===== config.mk =====
export PLATFORM = sky130hd
export DESIGN_NAME = ordered_queue_keyed_removal_unit
export DESIGN_NICKNAME = d
export VERILOG_FILES = /design/src/rtl/oqkr_pkg.sv /design/src/rtl/oqkr_cell.sv /design/src/rtl/ordered_queue_keyed_removal_unit.sv
export SDC_FILE = /design/constraint.sdc
export NUM_CORES = 1
export LEC_CHECK = 0
export ABC_CLOCK_PERIOD_IN_PS = 6300
export BUFFER_PORTS_ARGS = -buffer_cell sky130_fd_sc_hd__buf_4
export CAP_MARGIN = 20
export CORE_MARGIN = 1
export CORE_UTILIZATION = 35
export DETAILED_ROUTE_END_ITERATION = 16
export PLACE_DENSITY = 0.51
export SLEW_MARGIN = 20
export SYNTH_ARGS = -nofsm -noshare
export SYNTH_HDL_FRONTEND = slang
export SYNTH_HIERARCHICAL = 1
export SYNTH_SLANG_ARGS = --single-unit

===== constraint.sdc =====
create_clock -name i_clk -period 6.3 [get_ports i_clk]
set_input_delay 0.63 -clock i_clk [delete_from_list [all_inputs] [get_ports i_clk]]
set_output_delay 0.63 -clock i_clk [all_outputs]
set_load 0.01 [all_outputs]

===== src/rtl/oqkr_pkg.sv =====
// ----------------------------------------------------------------------------
// oqkr_pkg
// Shared sizes, codes and types of the ordered queue with keyed removal.
// ----------------------------------------------------------------------------
package oqkr_pkg;

    localparam int QUEUE_DEPTH = 16;
    localparam int IDX_W       = (QUEUE_DEPTH > 1) ? $clog2(QUEUE_DEPTH) : 1;
    localparam int CNT_W       = $clog2(QUEUE_DEPTH + 1);
    localparam int KEY_W       = 32;
    localparam int POS_W       = 4;
    localparam int OUT_CNT_W   = 5;

    localparam logic [1:0] REQ_PUSH   = 2'd0;
    localparam logic [1:0] REQ_REMOVE = 2'd1;

    localparam logic [1:0] STAT_OK        = 2'd0;
    localparam logic [1:0] STAT_EMPTY     = 2'd1;
    localparam logic [1:0] STAT_NOT_FOUND = 2'd2;
    localparam logic [1:0] STAT_FULL      = 2'd3;

    typedef struct packed {
        logic load;
        logic shift;
        logic sel;
    } t_cell_ctl;

    function automatic logic [POS_W-1:0] to_pos(input logic [IDX_W-1:0] v);
        logic [31:0] t;
        t = 32'(v);
        return t[POS_W-1:0];
    endfunction

    function automatic logic [OUT_CNT_W-1:0] to_out_cnt(input logic [CNT_W-1:0] v);
        logic [31:0] t;
        t = 32'(v);
        return t[OUT_CNT_W-1:0];
    endfunction

endpackage


===== src/rtl/oqkr_cell.sv =====
// ----------------------------------------------------------------------------
// oqkr_cell
// One queue slot: holds a key, loads a pushed key, takes its right
// neighbor's key when the queue closes a gap, and compares when selected.
// ----------------------------------------------------------------------------
module oqkr_cell (
    input  logic                       i_clk,
    input  oqkr_pkg::t_cell_ctl        i_ctl,
    input  logic [oqkr_pkg::KEY_W-1:0] i_load_key,
    input  logic [oqkr_pkg::KEY_W-1:0] i_next_key,
    input  logic [oqkr_pkg::KEY_W-1:0] i_cmp_key,
    output logic [oqkr_pkg::KEY_W-1:0] o_key,
    output logic                       o_hit
);

    logic [oqkr_pkg::KEY_W-1:0] r_key;
    logic [oqkr_pkg::KEY_W-1:0] n_key;

    always_comb begin
        if (i_ctl.load) begin
            n_key = i_load_key;
        end else if (i_ctl.shift) begin
            n_key = i_next_key;
        end else begin
            n_key = r_key;
        end
    end

    always_ff @(posedge i_clk) begin
        r_key <= n_key;
    end

    assign o_key = r_key;
    assign o_hit = i_ctl.sel && (r_key == i_cmp_key);

endmodule


===== src/rtl/ordered_queue_keyed_removal_unit.sv =====
// ----------------------------------------------------------------------------
// ordered_queue_keyed_removal_unit
// Ordered key queue built as a row of slots; push at the tail, find or
// remove the first matching key from the front, closing the gap.
//
// channel   direction  handshake            payload
// request   in         start && !busy       i_req_type, i_key
// result    out        o_done (one cycle)   o_status, o_key_out, o_position,
//                                           o_entry_count, o_not_empty
//
// A push, or a find/remove on an empty queue, skips the scan and busy stays
// low. A find/remove scans one slot a cycle from the front until a match, or
// a miss at the last entry, ends it with a registered result.
// Synchronous active-low reset empties the queue. Results cannot be stalled.
// ----------------------------------------------------------------------------
module ordered_queue_keyed_removal_unit (
    input  logic                           i_clk,
    input  logic                           i_rst_n,
    input  logic                           start,
    output logic                           busy,
    input  logic [1:0]                     i_req_type,
    input  logic [oqkr_pkg::KEY_W-1:0]     i_key,
    output logic                           o_done,
    output logic [1:0]                     o_status,
    output logic [oqkr_pkg::KEY_W-1:0]     o_key_out,
    output logic [oqkr_pkg::POS_W-1:0]     o_position,
    output logic [oqkr_pkg::OUT_CNT_W-1:0] o_entry_count,
    output logic                           o_not_empty
);

    typedef enum logic [1:0] {
        ST_IDLE = 2'b01,
        ST_SCAN = 2'b10
    } t_state;

    t_state                           r_state;
    t_state                           n_state;
    logic [oqkr_pkg::CNT_W-1:0]       r_count;
    logic [oqkr_pkg::CNT_W-1:0]       n_count;
    logic [oqkr_pkg::IDX_W-1:0]       r_pos;
    logic [oqkr_pkg::IDX_W-1:0]       n_pos;
    logic                             r_remove;
    logic [oqkr_pkg::KEY_W-1:0]       r_req_key;

    logic                             r_done;
    logic                             n_done;
    logic [1:0]                       r_status;
    logic [1:0]                       n_status;
    logic [oqkr_pkg::KEY_W-1:0]       r_key_out;
    logic [oqkr_pkg::KEY_W-1:0]       n_key_out;
    logic [oqkr_pkg::POS_W-1:0]       r_position;
    logic [oqkr_pkg::POS_W-1:0]       n_position;

    logic                             accept;
    logic                             is_push;
    logic                             full;
    logic                             hit;
    logic                             last;
    logic [oqkr_pkg::QUEUE_DEPTH-1:0] hit_vec;
    oqkr_pkg::t_cell_ctl              ctl [oqkr_pkg::QUEUE_DEPTH];
    logic [oqkr_pkg::KEY_W-1:0]       cell_key [oqkr_pkg::QUEUE_DEPTH+1];

    assign busy    = (r_state == ST_SCAN);
    assign accept  = start && !busy;
    assign is_push = (i_req_type == oqkr_pkg::REQ_PUSH);
    assign full    = (r_count == oqkr_pkg::CNT_W'(oqkr_pkg::QUEUE_DEPTH));
    assign hit     = busy && (|hit_vec);
    assign last    = ((oqkr_pkg::CNT_W'(r_pos) + oqkr_pkg::CNT_W'(1)) == r_count);

    assign cell_key[oqkr_pkg::QUEUE_DEPTH] = '0;

    for (genvar g = 0; g < oqkr_pkg::QUEUE_DEPTH; g++) begin : g_cell
        always_comb begin
            ctl[g].load  = accept && is_push && !full &&
                           (r_count == oqkr_pkg::CNT_W'(g));
            ctl[g].sel   = busy && (r_pos == oqkr_pkg::IDX_W'(g));
            ctl[g].shift = hit && r_remove && (oqkr_pkg::IDX_W'(g) >= r_pos);
        end

        oqkr_cell u_cell (
            .i_clk      (i_clk),
            .i_ctl      (ctl[g]),
            .i_load_key (i_key),
            .i_next_key (cell_key[g+1]),
            .i_cmp_key  (r_req_key),
            .o_key      (cell_key[g]),
            .o_hit      (hit_vec[g])
        );
    end

    always_comb begin
        n_state    = r_state;
        n_count    = r_count;
        n_pos      = r_pos;
        n_done     = 1'b0;
        n_status   = r_status;
        n_key_out  = r_key_out;
        n_position = r_position;
        case (r_state)
            ST_IDLE: begin
                if (accept) begin
                    n_pos = '0;
                    if (is_push) begin
                        n_done     = 1'b1;
                        n_key_out  = '0;
                        if (full) begin
                            n_status   = oqkr_pkg::STAT_FULL;
                            n_position = '0;
                        end else begin
                            n_status   = oqkr_pkg::STAT_OK;
                            n_position = oqkr_pkg::to_pos(r_count[oqkr_pkg::IDX_W-1:0]);
                            n_count    = r_count + oqkr_pkg::CNT_W'(1);
                        end
                    end else if (r_count == '0) begin
                        n_done     = 1'b1;
                        n_status   = oqkr_pkg::STAT_EMPTY;
                        n_key_out  = '0;
                        n_position = '0;
                    end else begin
                        n_state = ST_SCAN;
                    end
                end
            end
            ST_SCAN: begin
                if (hit) begin
                    n_done     = 1'b1;
                    n_status   = oqkr_pkg::STAT_OK;
                    n_key_out  = r_req_key;
                    n_position = oqkr_pkg::to_pos(r_pos);
                    n_state    = ST_IDLE;
                    if (r_remove) begin
                        n_count = r_count - oqkr_pkg::CNT_W'(1);
                    end
                end else if (last) begin
                    n_done     = 1'b1;
                    n_status   = oqkr_pkg::STAT_NOT_FOUND;
                    n_key_out  = '0;
                    n_position = '0;
                    n_state    = ST_IDLE;
                end else begin
                    n_pos = r_pos + oqkr_pkg::IDX_W'(1);
                end
            end
            default: begin
                n_state = ST_IDLE;
            end
        endcase
    end

    always_ff @(posedge i_clk) begin
        if (!i_rst_n) begin
            r_state <= ST_IDLE;
            r_count <= '0;
            r_done  <= 1'b0;
        end else begin
            r_state <= n_state;
            r_count <= n_count;
            r_done  <= n_done;
        end
    end

    always_ff @(posedge i_clk) begin
        r_pos      <= n_pos;
        r_status   <= n_status;
        r_key_out  <= n_key_out;
        r_position <= n_position;
        if (accept) begin
            r_remove  <= (i_req_type == oqkr_pkg::REQ_REMOVE);
            r_req_key <= i_key;
        end
    end

    assign o_done        = r_done;
    assign o_status      = r_status;
    assign o_key_out     = r_key_out;
    assign o_position    = r_position;
    assign o_entry_count = oqkr_pkg::to_out_cnt(r_count);
    assign o_not_empty   = (r_count != '0);

endmodule

==> results.ini, run 1 <==
[outcome]
status = finished clean

[synthesis]
synth_area_um2 = 31100
ys_types = 50
syn_area_per_cell_um2 = 14.6
synthCells = 2130
ys_ff_latch = 595
synth.largest_area_cell = edfxtp_1
synth_edf_count = 587
yosys_warnings = 6
yosysSeqAreaShare_pct = 57.2
synth_top_cell_area_share_pct = 56.7
yosys-top-cells-area = edfxtp_1, mux2_2, xor2_1, nor4_1, buf_2
ys.flop_type = edfxtp_1
synthArstFlopShare_pct = 0

[placement]
place_congestion = 0.808
port_buffers = 82
dp_cells = 3386
hpwlAfterDp_um = 58200

[pwr]
power_density_nw_per_um2 = 250
ir_worst_vdd_uv = 167
p_leak_nw = 12.1
clockPowerShare_pct = 42.8
switching_share_pct = 23.3
switching_power_mw = 2.08
p_int_mw = 6.86
pwr-share-seq_pct = 50.2
combPwrFrac_pct = 7.0

[worst_hold_path]
hold_path.class = primary input to register

[clock_tree]
cts-root-buf = clkbuf_16
cts_tree = built
cts_buffers = 70
post_cts_buffers = 0
cts_resized = 0
clk-insertion-delay-late_ns = 0.61
path_clk_slew_ns = 0.06
ctsHoldBuffers = 0
cts.sinks = 595
cts_buffer_depth = 3
cts_max_level = 3

[sta]
final-setup-viol-count = 0
setup_tns_ns = 0
worst_pin_slew_ns = 1.10
rsz0062_at_grt = false
timing.slew.headroom_pct = 26.5
hold_viol_final = 0
period_share_pct = 78.3
skew_ns = 0.0259
drv_slew = 0
min_period_ns = 4.93
fmax_mhz = 203

[layout]
drive_gt1_share_pct = 34.5
antenna_cells = 0
finalNetCount = 2354
nFillCells = 8064
area_growth_pct = 15.0
final_util_pct = 40.9
layout.cells.non_filler = 3507

[floorplanning]
die_x_um = 300
initial_core_util_pct = 35.6
die_h_um = 300
dieArea_um2 = 90000
core-area_um2 = 87400
num_rows = 108
ios = 83

[routing]
drc = 0
wirelength_um = 80000
drt_iter0_markers = 1035
firstDrtPassIters = 5
via_per_inst = 5.06
vias = 17700
wl_per_cell_um = 22.8
drtAntennaViolNets = 0

[setup_path]
criticalPathCategory = register to register
path_buf_inv = 2
crit_path_frequent_cell = buf_4
crit_slowest_cell = edfxtp_1
slowest_delay_ns = 0.77
worst_setup_path_start_kind = register
cp_top_family = simple AND/OR/NAND/NOR gates
end_kind = register
worstPathRequired_ns = 6.53
path_cells = nand2b_1 -> nor3_1 -> nand3_1 -> nor3_2 -> nor4_1 -> buf_4 -> a41oi_4 -> buf_4 -> nand3b_1 -> a21oi_1 -> or2_2
crit_arrival_ns = 5.16
critPathMaxFanout = 40

[grt]
grt.total_usage_pct = 17.7
grt_overflow = 0
antenna_found_initial = 0
grt_pass1_vias = 18700
grt_pass1_wl_um = 120000
grt_max_degree = 41

[flow_run]
cap_viol_max_count = 0

-- metal layers --
metal | GRT usage, % | up-vias | wire length, µm
met5 | 0 | - | 0
met4 | 4.60 | 0 | 1720
met3 | 2.81 | 91 | 3090
met2 | 28.6 | 320 | 37500
met1 | 24.7 | 9031 | 37700
li1 | - | 8299 | -
-- cell usage after synthesis (3+ instances only) --
library cell	n
edfxtp_1	587
mux2_2	512
xor2_1	499
nor4_1	121
buf_2	65
nand3_1	36
and2_1	35
nor2_1	34
nand2_1	25
nor3_1	24
xnor2_1	21
nand4_1	17
clkbuf_1	16
nor3_2	16
or2_2	16
inv_1	12
ha_1	11
dfxtp_1	8
a31oi_1	7
o21ai_0	7
and3_1	6
nand2b_1	6
mux2i_1	5
a21oi_1	4
a22o_1	3
nand3b_1	3
nor2b_1	3
nor3b_1	3
-- cell type report --
type                       instances  area [µm²]  area share [%]
clock inverter                    33         243           0.679
tap                             1155        1450            4.04
clock buffer                      85        1870            5.23
multi-input combinational       1469       13100            36.7
timing repair buffer             156        1240            3.46
sequential                       595       17800            49.7
inverter                          14        52.6           0.147
-- final timing paths --
path / from / end / slack (ns) / cells after the start
setup reg to reg: r_pos[3]$_SDFFCE_PN0P_ / g_cell[4].u_cell/o_key[27]$_DFFE_PP_ / 1.37 / 11
hold reg to reg: g_cell[9].u_cell/o_key[12]$_DFFE_PP_ / g_cell[8].u_cell/o_key[12]$_DFFE_PP_ / 0.58 / 1
hold / removal: i_req_type[1] / r_remove$_DFFE_PP_ / 0.33 / 2
setup / recovery: r_pos[3]$_SDFFCE_PN0P_ / g_cell[4].u_cell/o_key[27]$_DFFE_PP_ / 1.37 / 11
-- sequential cells by signal (all words and copies together), names as in the netlist --
| name | flops |
|---|---|
| g_cell.u_cell/o_key | 512 |
| o_key_out | 32 |
| r_req_key | 32 |
| o_entry_count | 5 |
| o_position | 4 |
| r_pos | 4 |
| o_status | 2 |
| r_state | 2 |
| o_done | 1 |
| r_remove | 1 |
-- cell usage in the layout, fill, tap and decap left out, types with 7 or more instances in the layout --
cell type and instances:
mux2_2 512, ha_1 11, nor2_1 19, nor3_1 24, dfxtp_1 8, buf_4 150, a31oi_1 7, and2_1 34
conb_1 32, nand3_1 36, edfxtp_1 587, nand2_1 25, clkbuf_16 73, nor2_4 15, nand4_1 17, clkinv_2 8
nor4_1 119, o21ai_0 7, nor3_2 16, or2_2 16, xor2_1 499, clkbuf_1 12, xnor2_1 21, clkinv_1 19
inv_1 12
-- per-stage QoR --
| stage | hold WS (ns) | area [µm²] | total power [mW] | setup slack, ns |
|---|---|---|---|---|
| 2_1_floorplan | 0.513 | 31200 | 4.87 | 1.49 |
| 3_3_place_gp | 0.535 | 33500 | 5.19 | 1.28 |
| 3_5_place_dp | 0.570 | 33600 | 5.20 | 1.42 |
| 4_1_cts | 0.291 | 35700 | 9.06 | 1.39 |
| 5_1_grt | 0.308 | 35800 | 9.26 | 1.20 |
| 6_report | 0.334 | 35800 | 8.95 | 1.37 |
-- power by group through the flow --
stage	combinational [mW]	clock, mW	sequential [mW]
after floorplan	0.277	0	4.59
after global placement	0.611	0	4.58
after detailed placement	0.620	0	4.58
after CTS	0.623	3.95	4.49
after global routing	0.677	4.09	4.50
final	0.624	3.83	4.49
-- worst reg2reg max path, cell delays in order (launching register included) --
cell and delay [ns]:
edfxtp_1 0.77, nand2b_1 0.40, nor3_1 0.49, nand3_1 0.33, nor3_2 0.38, nor4_1 0.16, buf_4 0.18, a41oi_4 0.25
buf_4 0.48, nand3b_1 0.25, a21oi_1 0.18, or2_2 0.68
-- kinds of logic (layout without fill, tap and decap cells) --
logic type               count (synthesis)  after routing  synth area share [%]
AND/OR/NAND/NOR                        352            352                  6.66
other                                    1             32                0.0121
flip-flops                             595            595                  57.2
XOR/XNOR                               520            520                  14.6
buffers and inverters                   97            288                  1.46
adder cells (fa/ha/maj)                 11             11                 0.443
AO/OA/AOI/OAI                           37             37                 0.857
multiplexers                           517            517                  18.7
Power figures use the tool's default switching activity.
==> run 2: changes to the inputs <==
ABC_CLOCK_PERIOD_IN_PS = 5150   (was 6300)
clock period = 5.15 ns   (was 6.3 ns; I/O delays follow)
==> run 2 against run 1 <==
Compared with the run above:
- sequential power is 22% higher
- register-to-register slack lost 0.71 ns
- via count is 5.2% higher
- critical endpoint is now g_cell[14].u_cell/o_key[11]$_DFFE_PP_
- critical path type unchanged
==> results.ini, run 2 (synthesis results as in run 1) <==
[routing]
drc = 0  ; unchanged
via_per_inst = 5.25  ; was 5.06
firstDrtPassIters = 5  ; unchanged
drt_iter0_markers = 1370  ; was 1035
drtAntennaViolNets = 0  ; unchanged
wl_per_cell_um = 27.7  ; was 22.8 µm
wirelength_um = 98400  ; was 80000 µm
vias = 18700  ; was 17700

[worst_hold_path]
holdPathStages = 2  ; unchanged
whs_endpoint = r_remove$_DFFE_PP_  ; unchanged
hp-start = i_req_type[1]  ; unchanged
hold_path.class = primary input to register  ; unchanged

[grt]
grt.total_usage_pct = 21.8  ; was 17.7%
grt_pass1_wl_um = 141000  ; was 120000 µm
grt_pass1_vias = 19400  ; was 18700
grt_max_degree = 39  ; was 41
antenna_found_initial = 12  ; was 0
grt_overflow = 0  ; unchanged

[sta]
setup_tns_ns = 0  ; unchanged
fmax_mhz = 223  ; was 203 MHz
worst_pin_slew_ns = 1.13  ; was 1.10 ns
final-setup-viol-count = 0  ; unchanged
timing.slew.headroom_pct = 24.3  ; was 26.5%
drv_slew = 0  ; unchanged
hold_viol_final = 0  ; unchanged
period_share_pct = 87.2  ; was 78.3%
rsz0062_at_grt = false  ; unchanged
skew_ns = 0.0218  ; was 0.0259 ns
whs_ns = 0.219  ; was 0.334 ns
min_period_ns = 4.49  ; was 4.93 ns

[setup_path]
end_kind = register  ; unchanged
slowest_delay_ns = 1.02  ; was 0.77 ns
crit_slowest_cell = edfxtp_1  ; unchanged
reg2reg_from = r_req_key[20]$_DFFE_PP_  ; was r_pos[3]$_SDFFCE_PN0P_
path_cells = xor2_1 -> nor4_1 -> nand3_1 -> nor3_2 -> nor4_1 -> a41oi_4 -> nand2_1 -> a31oi_1 -> or2_2 -> buf_12  ; was nand2b_1 -> nor3_1 -> nand3_1 -> nor3_2 -> nor4_1 -> buf_4 -> a41oi_4 -> buf_4 -> nand3b_1 -> a21oi_1 -> or2_2
rr_worst_depth = 10  ; was 11
crit_path_frequent_cell = nor4_1  ; was buf_4
rrSetupSlack_ns = 0.66  ; was 1.37 ns
cp-startpoint = r_req_key[20]$_DFFE_PP_  ; was r_pos[3]$_SDFFCE_PN0P_
criticalPathCategory = register to register  ; unchanged
worstPathRequired_ns = 5.44  ; was 6.53 ns
r2r_end = g_cell[14].u_cell/o_key[11]$_DFFE_PP_  ; was g_cell[4].u_cell/o_key[27]$_DFFE_PP_
worst_setup_path_start_kind = register  ; unchanged
critPathMaxFanout = 20  ; was 40
crit_arrival_ns = 4.79  ; was 5.16 ns

[clock_tree]
path_clk_slew_ns = 0.06  ; about the same
cts-root-buf = clkbuf_16  ; unchanged
post_cts_buffers = 0  ; unchanged
ctsHoldBuffers = 0  ; unchanged
cts_tree = built  ; unchanged
cts_buffer_depth = 3  ; unchanged
cts_max_level = 3  ; unchanged
cts_buffers = 72  ; was 70
cts.sinks = 595  ; unchanged
clk-insertion-delay-late_ns = 0.62  ; was 0.61 ns
cts_resized = 0  ; unchanged

[floorplanning]
initial_core_util_pct = 35.6  ; unchanged
num_rows = 108  ; unchanged
dieArea_um2 = 90000  ; unchanged
die_h_um = 300  ; unchanged
ios = 83  ; unchanged
die_x_um = 300  ; unchanged
core-area_um2 = 87400  ; unchanged

[layout]
finalNetCount = 2391  ; was 2354
layout_common_cells = edfxtp_1, mux2_2, xor2_1  ; unchanged
area_growth_pct = 17.2  ; was 15.0%
final_util_pct = 41.7  ; was 40.9%
postLayoutCellArea_um2 = 36400  ; was 35800 µm²
register_area_um2 = 17800  ; unchanged
drive_gt1_share_pct = 35.6  ; was 34.5%
multiInputGateArea_um2 = 13100  ; about the same
nFillCells = 8032  ; was 8064
layout_commonest_cell = edfxtp_1  ; unchanged
largest_reg_flops = 512  ; unchanged

[outcome]
status = finished clean  ; unchanged

[placement]
place_area_um2 = 34200  ; was 33600 µm²
place_congestion = 0.865  ; was 0.808
port_buffers = 82  ; unchanged
hpwlAfterDp_um = 68500  ; was 58200 µm

[pwr]
ir_worst_vdd_uv = 254  ; was 167 µV
p_leak_nw = 12.3  ; was 12.1 nW
power_density_nw_per_um2 = 307  ; was 250 nW/µm²

[flow_run]
cap_viol_max_count = 0  ; unchanged

==> run 2: how the worst max path moves through the flow <==
stage	slack (ns)	end	depth (start not counted)
global placement	0.21	g_cell[14].u_cell/o_key[11]$_DFFE_PP_	11
floorplan	0.34	o_key_out[0]$_SDFFCE_PN0P_	12
finish	0.66	g_cell[14].u_cell/o_key[11]$_DFFE_PP_	10
global route	0.69	g_cell[2].u_cell/o_key[25]$_DFFE_PP_	10
CTS	0.75	g_cell[14].u_cell/o_key[15]$_DFFE_PP_	10
detailed placement	0.77	g_cell[14].u_cell/o_key[18]$_DFFE_PP_	10
==> run 2: final cells by class <==
class,count,share of cell area (%)
Antenna cell,1,0.00687
Clock buffer,92,5.33
Clock inverter,35,0.752
Inverter,14,0.144
Multi-Input combinational cell,1469,36.0
Sequential cell,595,48.8
Tap cell,1155,3.97
Timing Repair Buffer,191,4.95
==> run 2: through the flow <==
stage,setup WS [ns],std cells,power [mW]
floorplan,0.343,2161,5.95
global placement,0.208,3421,6.39
detailed placement,0.772,3424,6.39
CTS,0.754,3551,11.3
global route,0.686,3551,11.5
finish,0.657,3552,11.2
==> run 2: layer usage <==
metal,share of wire [%],wire (µm),GRT usage [%],up-vias
met1,46,45100,30.5,9653
met3,4.6,4570,2.97,102
met4,2.1,2070,5.15,6
li1,-,-,-,8394
met2,47,46600,35.6,507
met5,0.050,49,0,-
==> run 2: worst max-delay path, delay by kind of cell (launching register included) <==
| kind | cells | cell delay [ns] |
|---|---|---|
| flip-flops | 1 | 1.02 |
| XOR/XNOR | 1 | 0.15 |
| AND/OR/NAND/NOR | 6 | 2.26 |
| AO/OA/AOI/OAI | 2 | 0.47 |
| buffers and inverters | 1 | 0.22 |
==> run 2: power by group <==
| part | switching, mW | total, mW | internal, mW |
|---|---|---|---|
| Combinational | 0.512 | 0.815 | 0.303 |
| Sequential | 0.0964 | 5.47 | 5.38 |
| Clock | 2.03 | 4.89 | 2.86 |
| Total | 2.64 | 11.2 | 8.54 |
